<file path="src/hw/rtl/dpwq_pkg.sv">
// ----------------------------------------------------------------------------
// dpwq_pkg
// Shared constants, codes and types of the driver projected waveform queue.
// ----------------------------------------------------------------------------
package dpwq_pkg;

  localparam int QUEUE_DEPTH = 16;
  localparam int SIGNAL_BITS = 8;
  localparam int CNT_W       = $clog2(QUEUE_DEPTH + 1);

  // Keep only SIGNAL_BITS logic codes of a packed value
  localparam logic [31:0] VALUE_MASK = 32'((64'(1) << (SIGNAL_BITS * 4)) - 64'(1));

  localparam logic OP_ELEMENT = 1'b0;
  localparam logic OP_TICK    = 1'b1;

  typedef enum logic [1:0] {
    ST_OK       = 2'd0,
    ST_BAD_WAVE = 2'd1,
    ST_BAD_REJ  = 2'd2,
    ST_FULL     = 2'd3
  } status_t;

  typedef enum logic [2:0] {
    S_IDLE,
    S_CHECK,
    S_FLAGS,
    S_PLAN,
    S_DELETE,
    S_APPEND
  } state_t;

  typedef struct packed {
    logic shift;
    logic load;
  } cell_ctrl_t;

  typedef struct packed {
    logic lt_first;
    logic lt_thr;
    logic eq_ref;
  } cell_flags_t;

endpackage

</file>
<file path="src/hw/rtl/dpwq_qcell.sv">
// ----------------------------------------------------------------------------
// dpwq_qcell
// One queue cell: a pending transaction and its compare flags.
// ----------------------------------------------------------------------------
module dpwq_qcell
  import dpwq_pkg::*;
(
  input  logic        clk,
  input  cell_ctrl_t  ctrl,
  input  logic [63:0] nb_time,
  input  logic [31:0] nb_value,
  input  logic [63:0] ld_time,
  input  logic [31:0] ld_value,
  input  logic [63:0] wave_start,
  input  logic [63:0] threshold,
  input  logic [31:0] ref_value,
  output logic [63:0] time_q,
  output logic [31:0] value_q,
  output cell_flags_t flags
);

  always_ff @(posedge clk) begin
    if (ctrl.load) begin
      time_q  <= ld_time;
      value_q <= ld_value;
    end else if (ctrl.shift) begin
      time_q  <= nb_time;
      value_q <= nb_value;
    end
  end

  assign flags.lt_first = time_q < wave_start;
  assign flags.lt_thr   = time_q < threshold;
  assign flags.eq_ref   = value_q == ref_value;

endmodule

</file>
<file path="config.mk">
export PLATFORM = sky130hd
export DESIGN_NAME = dpwq_qcell
export DESIGN_NICKNAME = d
export VERILOG_FILES = /design/src/hw/rtl/dpwq_pkg.sv /design/src/hw/rtl/dpwq_qcell.sv
export SDC_FILE = /design/constraint.sdc
export NUM_CORES = 1
export LEC_CHECK = 0
export ABC_AREA = 1
export BUFFER_PORTS_ARGS = -buffer_cell sky130_fd_sc_hd__buf_4
export CAP_MARGIN = 15
export CORE_AREA = 5 5 176 178
export CTS_CLUSTER_SIZE = 30
export DETAILED_ROUTE_END_ITERATION = 6
export DIE_AREA = 0 0 181 183
export GPL_ROUTABILITY_DRIVEN = 0
export PLACE_DENSITY_LB_ADDON = 0.05
export SYNTH_ARGS = -nofsm -noshare
export SYNTH_HDL_FRONTEND = slang
export SYNTH_SLANG_ARGS = --single-unit
</file>
<file path="constraint.sdc">
create_clock -name clk -period 1.85 [get_ports clk]
set_input_delay 0.0925 -clock clk [delete_from_list [all_inputs] [get_ports clk]]
set_output_delay 0.0925 -clock clk [all_outputs]
set_load 0.01 [all_outputs]
</file>
==> flow_summary.toml <==
[run_status]
status = "complete, but fails checks"
failed_checks = "negative setup slack"

[cts]
cts_root_buffer = "clkbuf_16"
clock_sinks = 96
cts.reportedPaths.clkPinSlew_ns = 0.08
numCtsBuffers = 9
h-tree-depth = 3
cts_tree = "built"
clockBufferDepth = 2

[detailed_routing]
firstDrtPassIters = 4
dr_total_vias = 8142
via_per_inst = 4.20
drc = 0
drt_iter0_markers = 241
wire_per_inst_um = 16.1
ant_nets = 0
wirelength_mm = 31.2

[placed_design]
port_buffers = 453
dp_hpwl_mm = 26.2
place_area_sq_mm = 0.0117

[setup_path]
cp.arrival_ns = 2.09
end_kind = "primary output"
required_ns = 1.76
setup.worst_path.start_class = "register"
worstSetupPathType = "register to primary output"
crit_fanout = 3

[synthesis]
ys_types = 31
seq_area_frac_synth = 0.372
yosys_most_used_dff = "edfxtp_1"
synth-edff-count = 96
synth_fp_nets = 1469
avgSynthCellArea_sq_um = 7.84
syn_area_sq_mm = 0.00775
yosysWarnings = 0
synthArstFlopShare = 0
synth.ff_latch_count = 96
synthCells = 988

[floorplanning]
die_h_um = 183
die_area_sq_mm = 0.0331
rows = 63
core_area_sq_mm = 0.0292
initial_utilization = 0.265
io_pins = 454
fp.dieW_um = 181

[power_and_ir_drop]
power_frac_clock = 0.251
swShare = 0.323
seqPwrFrac = 0.381
power_mw = 7.65
p_per_area_mw_per_mm2 = 580
p_leak_nw = 7.12
p_sw_mw = 2.47
combPwrFrac = 0.368
ir_drop_mv = 0.342
p_int_mw = 5.18

[sta]
max_freq_mhz = 458
hold_viol_final = 0
tightestPinTransition_ns = 0.505
tns_ns = -0.623
finalSetupViolCount = 2
grt_setup_unrepaired = "yes"
fin_ws_ns = -0.333
min_period_over_period = 1.18
whs_ns = 0.0151
period_minus_slack_ns = 2.18
slew_headroom = 0.663
slew_violations = 0

[grt]
grt_pass1_vias = 8377
grt_overflow = 0
grt_max_degree = 97
grt_pass1_wl_mm = 45.9
antenna_found_initial = 2
globalRouteTotalUtil = 0.179

[final_layout]
final_util = 0.451
drive_above_1_share = 0.343
syn_to_final_growth_pct = 70.1
fin_nets = 2023
post-route-cell-area_sq_mm = 0.0132

[job]
cap_violations = 0

[worst_hold_path]
hp-class = "input port to register"
min_from = "nb_time[26]"
hold_path_end = "time_q[26]"
hold_depth = 3
-- registers in the layout, indices dropped and copies added, names as in the netlist --
name	cells
value_q	32
time_q	64
-- power groups by stage --
stage / Combinational, mW / Sequential (mW) / Clock, mW
6_report: 2.82 / 2.91 / 1.92
4_1_cts: 2.77 / 2.91 / 2.01
3_5_place_dp: 2.56 / 2.96 / 0
3_3_place_gp: 2.54 / 2.95 / 0
2_1_floorplan: 1.06 / 3.01 / 0
5_1_grt: 3.16 / 2.95 / 2.08
-- synth_stat cells, types with 9 or more instances --
library cell / number / area, sq um
nand2_1: 394 / 1480
inv_1: 155 / 582
ha_1: 126 / 1580
edfxtp_1: 96 / 2880
a21oi_1: 62 / 310
nor2_1: 34 / 128
o21ai_0: 18 / 90.1
xnor2_1: 18 / 158
nand4_1: 16 / 100
nand3_1: 11 / 55.1
buf_2: 9 / 45.0
clkbuf_1: 9 / 33.8
-- layout make-up --
class | count | area, sq um
repair buffers | 564 | 4540
well taps | 390 | 488
clock inverters | 7 | 65.1
fillers | 2978 | 16100
inverters | 156 | 587
clock buffers | 9 | 225
multi-input cells | 715 | 4390
flip-flops and latches | 96 | 2880
diodes | 1 | 2.50
-- through the flow --
step                instances  setup WS, ns
floorplan                 988         0.267
global placement         1819       -0.0677
detailed placement       1819        -0.119
CTS                      1927        -0.426
global route             1938        -0.470
finish                   1938        -0.333
-- cell families (layout without fill, tap and decap cells) --
group,count (synthesis),after routing,synth area share
other,0,1,0
adders and majority gates,126,126,0.203
buffers and inverters,177,736,0.0887
AOI/OAI and AO/OA,88,88,0.0596
and+or+nand+nor,475,475,0.247
DFF,96,96,0.372
xor gates and xnor gates,26,26,0.0294
-- cells in the final DEF (no fill, tap or decap), types with 2 or more instances in the layout --
cell type	netlist	layout
nand3_1	11	11
nand2_1	394	387
buf_4	3	466
xnor2_1	18	18
o211ai_1	2	2
a21o_1	2	2
o21a_1	2	2
nand2_2	1	6
ha_1	126	117
inv_8	0	2
edfxtp_1	96	96
clkinv_4	0	3
a21oi_1	62	52
nand4_1	16	16
nand2_4	0	2
clkbuf_16	0	9
nor4_2	0	2
xor2_1	8	8
nor2_1	34	34
o21ai_0	18	17
dlygate4sd3_1	0	92
ha_4	0	9
a21oi_2	0	10
buf_12	0	6
inv_1	155	155
nor3_2	1	4
nor3_1	5	2
nor2_2	2	2
or2_2	3	2
-- worst max-delay path: stages (launching register included) --
cell and delay [ns]:
edfxtp_1 0.49, ha_4 0.26, a21oi_1 0.17, o21ai_0 0.14, a21oi_2 0.18, nand2_4 0.08
nand2_2 0.08, nand2_4 0.07, a21oi_2 0.15, buf_4 0.14
-- worst max-delay path by stage --
stage                from         to  slack, ns  cells after the start
6_report       time_q[15]   flags[2]      -0.33                      9
5_1_grt        time_q[57]   flags[2]      -0.47                      7
4_1_cts         time_q[5]   flags[2]      -0.43                     11
3_5_place_dp    time_q[5]   flags[2]      -0.12                     11
3_3_place_gp    time_q[5]   flags[2]      -0.07                     11
2_1_floorplan     ctrl[0]  time_q[0]       0.27                      3
-- metal layers --
layer,track usage,vias to the layer above,part of all wire
met3,0.0510,17,0.072
met1,0.202,3588,0.40
met5,0,-,0.00042
met4,0.0369,2,0.012
li1,-,4285,-
met2,0.337,250,0.52
-- repair_timing --
action	in CTS	in global routing
setup buffers	0	10
pin swaps	4	9
endpoints found under the hold margin	54	0
resized for setup	6	28
endpoints found under the setup margin	3	3
hold buffers	92	0
Note: power is estimated with default switching activity, not from simulation.
